`src/design/pf_pkg.sv`:
```
`timescale 1ns / 1ps
`default_nettype none

package pf_pkg;

    localparam int NUMBER_W        = 32;
    localparam int POSITION_W      = 5;
    localparam int VALUE_WIDTH_DEF = 32;

    typedef struct packed {
        logic done;
        logic exact;
    } div_status_t;

endpackage

`default_nettype wire

```
`src/design/pf_divider.sv`:
```
`timescale 1ns / 1ps
`default_nettype none

module pf_divider
    import pf_pkg::*;
#(
    parameter int W = VALUE_WIDTH_DEF
)
(
    input  wire logic         clk,
    input  wire logic         rst_n,
    input  wire logic         start,
    input  wire logic [W-1:0] dividend,
    input  wire logic [W-1:0] divisor,
    output logic      [W-1:0] quotient,
    output div_status_t       status
);

    localparam int CNTW = $clog2(W + 1);

    logic [W-1:0]    quo_reg, quo_next;
    logic [W-1:0]    rem_reg, rem_next;
    logic [CNTW-1:0] cnt_reg, cnt_next;
    logic            busy_reg, busy_next;
    logic            done_reg, done_next;
    logic [W:0]      trial;
    logic            fits;

    // one quotient bit per cycle, restoring
    assign trial = {rem_reg, quo_reg[W-1]};
    assign fits  = (trial >= {1'b0, divisor});

    always_comb
    begin
        quo_next  = quo_reg;
        rem_next  = rem_reg;
        cnt_next  = cnt_reg;
        busy_next = busy_reg;
        done_next = 1'b0;
        if (start)
        begin
            quo_next  = dividend;
            rem_next  = '0;
            cnt_next  = CNTW'(W);
            busy_next = 1'b1;
        end
        else if (busy_reg)
        begin
            if (fits)
                rem_next = W'(trial - {1'b0, divisor});
            else
                rem_next = trial[W-1:0];
            quo_next = {quo_reg[W-2:0], fits};
            cnt_next = cnt_reg - CNTW'(1);
            if (cnt_reg == CNTW'(1))
            begin
                busy_next = 1'b0;
                done_next = 1'b1;
            end
        end
    end

    always_ff @(posedge clk or negedge rst_n)
    begin
        if (!rst_n)
        begin
            cnt_reg  <= '0;
            busy_reg <= 1'b0;
            done_reg <= 1'b0;
        end
        else
        begin
            cnt_reg  <= cnt_next;
            busy_reg <= busy_next;
            done_reg <= done_next;
        end
    end

    always_ff @(posedge clk)
    begin
        quo_reg <= quo_next;
        rem_reg <= rem_next;
    end

    assign quotient     = quo_reg;
    assign status.done  = done_reg;
    assign status.exact = (rem_reg == '0);

endmodule

`default_nettype wire

```
`src/design/prime_factorizer_top.sv`:
```
// Trial division: divisor 2, then odd values up to the square root of the remaining
// value, each trial run through the one bit-serial divider shared by every trial.
// Throughput: one item at a time; busy stays high until the last result is out.
// Results leave one per cycle at most on valid; the receiver cannot stall.
// Reset: asynchronous, active low; returns to idle with no result pending.
`timescale 1ns / 1ps
`default_nettype none

module prime_factorizer_top
    import pf_pkg::*;
#(
    parameter int VALUE_WIDTH = VALUE_WIDTH_DEF
)
(
    input  wire logic                  clk,
    input  wire logic                  rst_n,
    input  wire logic                  start,
    output logic                       busy,
    input  wire logic [NUMBER_W-1:0]   number,
    output logic                       valid,
    output logic      [NUMBER_W-1:0]   factor,
    output logic      [POSITION_W-1:0] position,
    output logic                       last
);

    localparam int VW = VALUE_WIDTH;
    localparam int SW = VALUE_WIDTH + 2;
    localparam int CW = (VALUE_WIDTH < NUMBER_W) ? VALUE_WIDTH : NUMBER_W;

    typedef enum logic [4:0] {
        ST_IDLE   = 5'b00001,
        ST_CHECK  = 5'b00010,
        ST_DIVIDE = 5'b00100,
        ST_FINISH = 5'b01000,
        ST_LAST   = 5'b10000
    } state_t;

    state_t                state_reg, state_next;
    logic [VW-1:0]         rem_reg, rem_next;
    logic [VW-1:0]         d_reg, d_next;
    logic [SW-1:0]         sq_reg, sq_next;
    logic [VW-1:0]         pend_reg, pend_next;
    logic                  pend_valid_reg, pend_valid_next;
    logic [POSITION_W-1:0] count_reg, count_next;
    logic                  valid_reg, valid_next;
    logic [NUMBER_W-1:0]   factor_reg, factor_next;
    logic [POSITION_W-1:0] position_reg, position_next;
    logic                  last_reg, last_next;

    logic [VW-1:0]         number_masked;
    logic                  div_start;
    logic [VW-1:0]         div_quotient;
    div_status_t           div_status;

    assign number_masked = VW'(number[CW-1:0]);
    assign div_start     = (state_reg == ST_CHECK) && (sq_reg <= {2'b00, rem_reg});

    pf_divider #(
        .W (VW)
    ) u_divider (
        .clk      (clk),
        .rst_n    (rst_n),
        .start    (div_start),
        .dividend (rem_reg),
        .divisor  (d_reg),
        .quotient (div_quotient),
        .status   (div_status)
    );

    always_comb
    begin
        state_next      = state_reg;
        rem_next        = rem_reg;
        d_next          = d_reg;
        sq_next         = sq_reg;
        pend_next       = pend_reg;
        pend_valid_next = pend_valid_reg;
        count_next      = count_reg;
        valid_next      = 1'b0;
        factor_next     = factor_reg;
        position_next   = position_reg;
        last_next       = last_reg;

        case (state_reg)
            ST_IDLE:
            begin
                if (start)
                begin
                    rem_next        = number_masked;
                    d_next          = VW'(2);
                    sq_next         = SW'(4);
                    pend_valid_next = 1'b0;
                    count_next      = '0;
                    if (number_masked >= VW'(2))
                        state_next = ST_CHECK;
                end
            end
            ST_CHECK:
            begin
                if (sq_reg <= {2'b00, rem_reg})
                    state_next = ST_DIVIDE;
                else
                    state_next = ST_FINISH;
            end
            ST_DIVIDE:
            begin
                if (div_status.done)
                begin
                    if (div_status.exact)
                    begin
                        rem_next = div_quotient;
                        // hold the newest factor back: last and the prime case depend on it
                        if (pend_valid_reg)
                        begin
                            valid_next    = 1'b1;
                            factor_next   = NUMBER_W'(pend_reg);
                            position_next = count_reg;
                            last_next     = 1'b0;
                            count_next    = count_reg + POSITION_W'(1);
                        end
                        pend_next       = d_reg;
                        pend_valid_next = 1'b1;
                    end
                    else if (d_reg == VW'(2))
                    begin
                        d_next  = VW'(3);
                        sq_next = SW'(9);
                    end
                    else
                    begin
                        // skip even divisors: (d + 2)^2 = d^2 + 4d + 4
                        d_next  = d_reg + VW'(2);
                        sq_next = sq_reg + {d_reg, 2'b00} + SW'(4);
                    end
                    state_next = ST_CHECK;
                end
            end
            ST_FINISH:
            begin
                if (rem_reg > VW'(1))
                begin
                    if (pend_valid_reg)
                    begin
                        valid_next    = 1'b1;
                        factor_next   = NUMBER_W'(pend_reg);
                        position_next = count_reg;
                        last_next     = 1'b0;
                        count_next    = count_reg + POSITION_W'(1);
                    end
                    pend_next       = rem_reg;
                    pend_valid_next = 1'b1;
                    rem_next        = VW'(1);
                end
                state_next = ST_LAST;
            end
            ST_LAST:
            begin
                valid_next    = 1'b1;
                position_next = count_reg;
                if (count_reg == '0)
                begin
                    // prime input: lead with 1
                    factor_next = NUMBER_W'(1);
                    last_next   = 1'b0;
                    count_next  = POSITION_W'(1);
                end
                else
                begin
                    factor_next     = NUMBER_W'(pend_reg);
                    last_next       = 1'b1;
                    pend_valid_next = 1'b0;
                    state_next      = ST_IDLE;
                end
            end
            default:
            begin
                state_next = ST_IDLE;
            end
        endcase
    end

    always_ff @(posedge clk or negedge rst_n)
    begin
        if (!rst_n)
        begin
            state_reg      <= ST_IDLE;
            rem_reg        <= '0;
            d_reg          <= VW'(2);
            sq_reg         <= SW'(4);
            pend_valid_reg <= 1'b0;
            count_reg      <= '0;
            valid_reg      <= 1'b0;
        end
        else
        begin
            state_reg      <= state_next;
            rem_reg        <= rem_next;
            d_reg          <= d_next;
            sq_reg         <= sq_next;
            pend_valid_reg <= pend_valid_next;
            count_reg      <= count_next;
            valid_reg      <= valid_next;
        end
    end

    always_ff @(posedge clk)
    begin
        pend_reg     <= pend_next;
        factor_reg   <= factor_next;
        position_reg <= position_next;
        last_reg     <= last_next;
    end

    assign busy     = (state_reg != ST_IDLE);
    assign valid    = valid_reg;
    assign factor   = factor_reg;
    assign position = position_reg;
    assign last     = last_reg;

`ifndef SYNTH
    a_result_follows_work: assert property (@(posedge clk) disable iff (!rst_n)
        valid |-> $past(busy))
        else $error("result without an item in progress");

    a_last_ends_item: assert property (@(posedge clk) disable iff (!rst_n)
        valid && last |-> !busy)
        else $error("final result while item still in progress");

    a_divisor_floor: assert property (@(posedge clk) disable iff (!rst_n)
        busy |-> (d_reg >= VW'(2)))
        else $error("trial divisor below two");

    a_divider_idle_start: assert property (@(posedge clk) disable iff (!rst_n)
        div_start |=> (state_reg == ST_DIVIDE))
        else $error("divider launched outside the divide step");
`endif

endmodule

`default_nettype wire
```
`config.mk`:
```
export PLATFORM = sky130hd
export DESIGN_NAME = prime_factorizer_top
export DESIGN_NICKNAME = d
export VERILOG_FILES = /design/src/design/pf_pkg.sv /design/src/design/pf_divider.sv /design/src/design/prime_factorizer_top.sv
export SDC_FILE = /design/constraint.sdc
export NUM_CORES = 1
export LEC_CHECK = 0
export ABC_AREA = 1
export BUFFER_PORTS_ARGS = -buffer_cell sky130_fd_sc_hd__buf_2
export CAP_MARGIN = 20
export CORE_MARGIN = 10
export CORE_UTILIZATION = 60
export DETAILED_ROUTE_END_ITERATION = 12
export GPL_TIMING_DRIVEN = 0
export MAX_ROUTING_LAYER = met4
export PLACE_DENSITY = 0.8
export SLEW_MARGIN = 0
export SYNTH_ARGS = -nofsm -noshare
export SYNTH_HDL_FRONTEND = slang
export SYNTH_SLANG_ARGS = --single-unit
```
`constraint.sdc`:
```
create_clock -name clk -period 5.18 [get_ports clk]
set_clock_uncertainty 0.2 [all_clocks]
set_input_delay 0.518 -clock clk [delete_from_list [all_inputs] [get_ports clk]]
set_output_delay 0.518 -clock clk [all_outputs]
set_load 0.02 [all_outputs]
```
==> results of run 1 <==
==> stage by stage <==
step / area [um^2] / setup TNS (ps) / power [mW]
2_1_floorplan: 17500 / 0 / 6.89
4_1_cts: 19400 / 0 / 10.6
3_5_place_dp: 18400 / 0 / 8.58
3_3_place_gp: 18400 / -22840 / 8.38
6_report: 19400 / 0 / 10.8
5_1_grt: 19400 / 0 / 11.6
==> worst paths after layout <==
path	startpoint	end	cells after the start
max in group asynchronous	rst_n	d_reg[1]	3
worst min-delay path	number[4]	rem_reg[4]	4
worst min register to register	count_reg[4]	position[4]	0
worst max-delay path	rem_reg[9]	u_divider.quotient[6]	14
worst max register to register	rem_reg[9]	u_divider.quotient[6]	14
min in group asynchronous	rst_n	sq_reg[29]	2
==> layout by cell type (no fill, tap or decap), drive strengths merged, types with 10 or more instances in the layout <==
master,count
nand2,791
inv,344
nor2,211
o21ai,201
nand3,192
ha,129
buf,127
dfrtp,114
edfxtp,102
a21oi,77
nand4,52
clkbuf,51
nor3,35
dfxtp,32
xor2,24
a22o,13
nor4,13
xnor2,11
clkinv,11
and2,10
==> metal layers <==
| layer | wire, um | up-vias | share of wire | global-route usage |
|---|---|---|---|---|
| li1 | - | 8238 | - | - |
| met2 | 24700 | 903 | 0.42 | 0.473 |
| met1 | 24400 | 7962 | 0.42 | 0.422 |
| met5 | 0 | - | 0 | - |
| met4 | 2590 | 0 | 0.044 | 0.138 |
| met3 | 6510 | 165 | 0.11 | 0.0739 |
==> final cells by class <==
cell class | count | area [um^2] | share of cell area
clock inverter | 18 | 194 | 0.00999
timing repair buffer | 79 | 489 | 0.0252
inverter | 345 | 1290 | 0.0667
antenna | 4 | 10.0 | 0.000515
buffer | 66 | 372 | 0.0191
multi-input combinational | 1804 | 9210 | 0.474
sequential | 251 | 6640 | 0.342
tap | 384 | 480 | 0.0247
clock buffer | 34 | 733 | 0.0378
==> cells by family (layout without fill, tap and decap cells) <==
group	after synthesis	in the layout	synth area share
other	0	4	0
DFF	251	251	0.379
xor gates and xnor gates	35	35	0.0175
and+or+nand+nor	1325	1325	0.318
adders and majority gates	131	131	0.0945
AOI/OAI and AO/OA	313	313	0.0954
buffers and inverters	411	542	0.0952
==> worst max-delay path, cell delays in order, from the launching register on <==
cell and delay, ps:
dfrtp_1 440, inv_1 150, ha_1 330, nand2_1 80
nor2_1 150, nand4_1 90, nor2_1 140, nand3_1 90
nand3_1 100, nand2_2 110, nand2_4 140, buf_6 220
buf_6 230, nand2_1 400, buf_16 330
==> report_power, final <==
| part | switching (mW) | leakage [nW] | total [mW] | internal [mW] |
|---|---|---|---|---|
| registers | 0.434 | 2.78 | 3.13 | 2.69 |
| logic | 3.89 | 6.59 | 5.65 | 1.76 |
| clock network | 0.876 | 0.433 | 2.00 | 1.12 |
| total | 5.20 | 9.80 | 10.8 | 5.58 |
==> impl_metrics.env, run 1 <==
export IMPL_clockRootBuffer="clkbuf_16"
export IMPL_arrival_ps=3600
export IMPL_critPathLaunchType="register"
export IMPL_power_density_mw_per_mm2=555
export IMPL_postSynthAreaPerCell_um2=7.10
export IMPL_hold_slack_ps=107
export IMPL_grt_pass1_wl_um=89700
export IMPL_cts_buffers=28
export IMPL_syn2layout_area_growth_pct=11.0
export IMPL_first_iter_violations=2149
export IMPL_ios=75
export IMPL_finalCriticalPeriod_ps=3470
export IMPL_slew_violations=0
export IMPL_rows=62
export IMPL_nets=2741
export IMPL_largest_reg_flops=33
export IMPL_path_max_fanout=22
export IMPL_cts_setup_buffers=0
export IMPL_synth_area_mm2=0.0175
export IMPL_worstSkewPairLatency_ps=580
export IMPL_min_path_type="in2reg"
export IMPL_relSlewSlack=0.503
export IMPL_synth_fp_nets=2632
export IMPL_outcome="completed"
export IMPL_grt_pass1_vias=16300
export IMPL_final_period_utilization=0.669
export IMPL_synth_area_top_cells="edfxtp_1, nand2_1, dfrtp_1"
export IMPL_synthTopCellsByCount="nand2_1, inv_1, nor2_1"
export IMPL_die_h_um=191
export IMPL_rsz0062_at_grt="no"
export IMPL_rrSetupSlack_ps=1710
export IMPL_fill_cells=2497
export IMPL_ctsResizeCount=0
export IMPL_postCtsHoldBufs=1
export IMPL_syn_inst=2466
export IMPL_synth_top_area_frac=0.175
export IMPL_drc=0
export IMPL_synth_edff_count=102
export IMPL_wl_per_cell_um=19.5
export IMPL_place_congestion=1.01
export IMPL_yosysWarnings=0
export IMPL_place_detailed_hpwl_um=46000
export IMPL_finalHoldViolCount=0
export IMPL_drv_cap=0
export IMPL_num_vias=17300
export IMPL_crit_type="reg2reg"
export IMPL_clock_sinks=251
export IMPL_dp_slack_ps=1780
export IMPL_synth_top_area_cell="edfxtp_1"
export IMPL_cts_buffer_depth=3
export IMPL_antenna_found_initial=3
export IMPL_synth_cell_types=45
export IMPL_seq_area_frac_synth=0.379
export IMPL_grt_max_degree=95
export IMPL_track_usage=0.323
export IMPL_max_clock_freq_ghz=0.288
export IMPL_worst_pin_slew_ps=739
export IMPL_viasPerCell=5.78
export IMPL_drive_gt1_frac=0.0747
export IMPL_required_ps=5310
export IMPL_io_buffers=74
export IMPL_synthArstFlopShare=0.466
export IMPL_postRouteAntennaNets=0
export IMPL_die_x_um=191
export IMPL_drt_wl_total_um=58100
export IMPL_core_area_mm2=0.0288
export IMPL_synth_seq_cells=251
export IMPL_fin_ws_ps=1710
export IMPL_initial_utilization=0.608
export IMPL_cts_tree="yes"
export IMPL_synth_most_common_cell="nand2_1"
export IMPL_setup_viol=0
export IMPL_ir_drop_mv=0.549
export IMPL_dieArea_mm2=0.0364
export IMPL_clk_pin_slew_ps=70
export IMPL_htree_levels=1
export IMPL_p_leak_nw=9.80
export IMPL_final_cells=2985
export IMPL_grt_overflow_total=0
export IMPL_synth_flop_cell="dfrtp_1"
export IMPL_utilization=0.675
export IMPL_dp_cells=2927
export IMPL_cp_end_kind="register"
export IMPL_firstDrtPassIters=6
Power figures use the tool's default switching activity.
==> run 2, diff against run 1 <==
==> constraint.sdc (replaced) <==
create_clock -name clk -period 3.45 [get_ports clk]
set_clock_uncertainty 0.2 [all_clocks]
set_input_delay 0.345 -clock clk [delete_from_list [all_inputs] [get_ports clk]]
set_output_delay 0.345 -clock clk [all_outputs]
set_load 0.02 [all_outputs]
==> run 2 against run 1 <==
Effect of this change: cell count is 0.57% higher; register-to-register slack worse by 1600 ps; via count is 3.0% higher; count of clock-buffer cells in the layout is 4 higher; worst hold slack worse by 96 ps; critical path depth is 1 higher; maximum frequency is 3.7% higher; clock power is 64% higher; worst setup slack worse by 1600 ps; routed wire length is 3.6% higher; sequential share of layout area is 0.52 points lower.
==> impl_metrics.env, run 2 (synthesis gave the netlist of run 1 again) <==
export IMPL_outcome="completed"
export IMPL_grt_max_degree=96
export IMPL_drt_wl_total_um=60200
export IMPL_largest_reg_flops=33
export IMPL_clk_pin_slew_ps=60
export IMPL_layout_commonest_cell="nand2_1"
export IMPL_dp_cells=2927
export IMPL_drv_cap=0
export IMPL_finalInstanceArea_mm2=0.0197
export IMPL_hold_depth=4
export IMPL_r2r_end="u_divider.rem_reg[28]"
export IMPL_crit_chain="inv_1 -> ha_1 -> nand2_1 -> nor2_1 -> nand3_1 -> nand3_1 -> nand2_1 -> nand2_1 -> nand2_2 -> buf_2 -> nand3_1 -> nand2_1 -> inv_1 -> nand3_1 -> nand2_1"
export IMPL_rrSetupSlack_ps=110
export IMPL_r2r_start="d_reg[1]"
export IMPL_grt_pass1_wl_um=92700
export IMPL_dieArea_mm2=0.0364
export IMPL_clockRootBuffer="clkbuf_16"
export IMPL_num_vias=17800
export IMPL_cp_end_kind="register"
export IMPL_first_iter_violations=2144
export IMPL_setup_viol=0
export IMPL_finalCriticalPeriod_ps=3340
export IMPL_io_buffers=74
export IMPL_utilization=0.685
export IMPL_max_clock_freq_ghz=0.299
export IMPL_critPathMostFrequentCell="nand2_1"
export IMPL_grt_overflow_total=0
export IMPL_final_cells=3002
export IMPL_place_detailed_hpwl_um=46500
export IMPL_critPathBufInv=3
export IMPL_path_max_fanout=10
export IMPL_arrival_ps=3580
export IMPL_final_period_utilization=0.969
export IMPL_required_ps=3690
export IMPL_relSlewSlack=0.485
export IMPL_report_power_total_mw=16.5
export IMPL_ir_drop_mv=0.668
export IMPL_min_from="number[1]"
export IMPL_viasPerCell=5.92
export IMPL_postRouteAntennaNets=0
export IMPL_htree_levels=1
export IMPL_cts_buffer_depth=3
export IMPL_antenna_found_initial=2
export IMPL_hold_end="rem_reg[1]"
export IMPL_die_x_um=191
export IMPL_place_congestion=1.04
export IMPL_cp_depth=15
export IMPL_rows=62
export IMPL_initial_utilization=0.608
export IMPL_power_density_mw_per_mm2=838
export IMPL_track_usage=0.336
export IMPL_max_stage_delay_ps=690
export IMPL_min_path_type="in2reg"
export IMPL_cpLargestDelayFamily="simple AND/OR/NAND/NOR gates"
export IMPL_nets=2762
export IMPL_worstSkewPairLatency_ps=590
export IMPL_cts_tree="yes"
export IMPL_ios=75
export IMPL_slew_violations=0
export IMPL_firstDrtPassIters=8
export IMPL_rsz0062_at_grt="yes"
export IMPL_p_leak_nw=9.96
export IMPL_drc=0
export IMPL_reg2reg_depth=15
export IMPL_slowest_stage="dfstp_2"
export IMPL_core_area_mm2=0.0288
export IMPL_grt_pass1_vias=16700
export IMPL_cts_buffers=28
export IMPL_syn2layout_area_growth_pct=12.7
export IMPL_critPathLaunchType="register"
export IMPL_drive_gt1_frac=0.0760
export IMPL_wl_per_cell_um=20.1
export IMPL_clock_sinks=251
export IMPL_placed_cell_area_mm2=0.0184
export IMPL_finalHoldViolCount=0
export IMPL_crit_type="reg2reg"
export IMPL_worst_pin_slew_ps=772
export IMPL_final_cell_mix="nand2_1, inv_1, nor2_1"
export IMPL_die_h_um=191
[run 2: cell type report]
class                   count  area (um^2)
well taps                 384          480
clock buffers              38          820
clock inverters            13          199
flip-flops and latches    251         6640
plain buffers              66          372
inverters                 345         1300
repair buffers            100          694
diodes                      1         2.50
fillers                  2451         9060
multi-input cells        1804         9220
[run 2: where the power goes]
group | internal (mW) | total (mW) | switching, mW
Combinational | 2.67 | 8.53 | 5.86
Sequential | 4.04 | 4.70 | 0.662
Clock | 1.97 | 3.29 | 1.32
Total | 8.68 | 16.5 | 7.84
[run 2: what timing repair did]
action	4_1_cts	5_1_grt
setup buffers	0	2
setup endpoints to repair	9	55
hold endpoints to repair	133	0
hold buffers	20	0
resized for setup	1	2
[run 2: per-layer routing]
layer	part of all wire	vias up	GRT usage
met3	0.11	225	0.0647
met2	0.42	1093	0.490
met4	0.053	0	0.151
met1	0.41	8182	0.446
li1	-	8286	-
met5	0	-	-
[run 2: metrics by stage]
stage	setup TNS (ps)	hold WS, ps	setup slack [ps]
CTS	0	4.98	92.3
floorplan	0	-151	423
global placement	-20150	261	-397
detailed placement	0	15.9	12.0
finish	0	10.9	107
global route	-1.08	22.9	-1.08
[run 2: how the worst max path moves through the flow]
stage / startpoint / end
3_5_place_dp: rem_reg[17] / u_divider.quotient[14]
6_report: d_reg[1] / u_divider.rem_reg[28]
4_1_cts: d_reg[4] / u_divider.rem_reg[28]
3_3_place_gp: rem_reg[17] / u_divider.quotient[10]
2_1_floorplan: state_reg[4] / factor[0]
5_1_grt: d_reg[1] / u_divider.rem_reg[30]
[run 2: worst register-to-register path: cells and delay by family (launching register included)]
family,cells,cell delay [ps]
buffers and inverters,3,690
flip-flops,1,690
AND/OR/NAND/NOR,11,1200
adder cells (fa/ha/maj),1,430
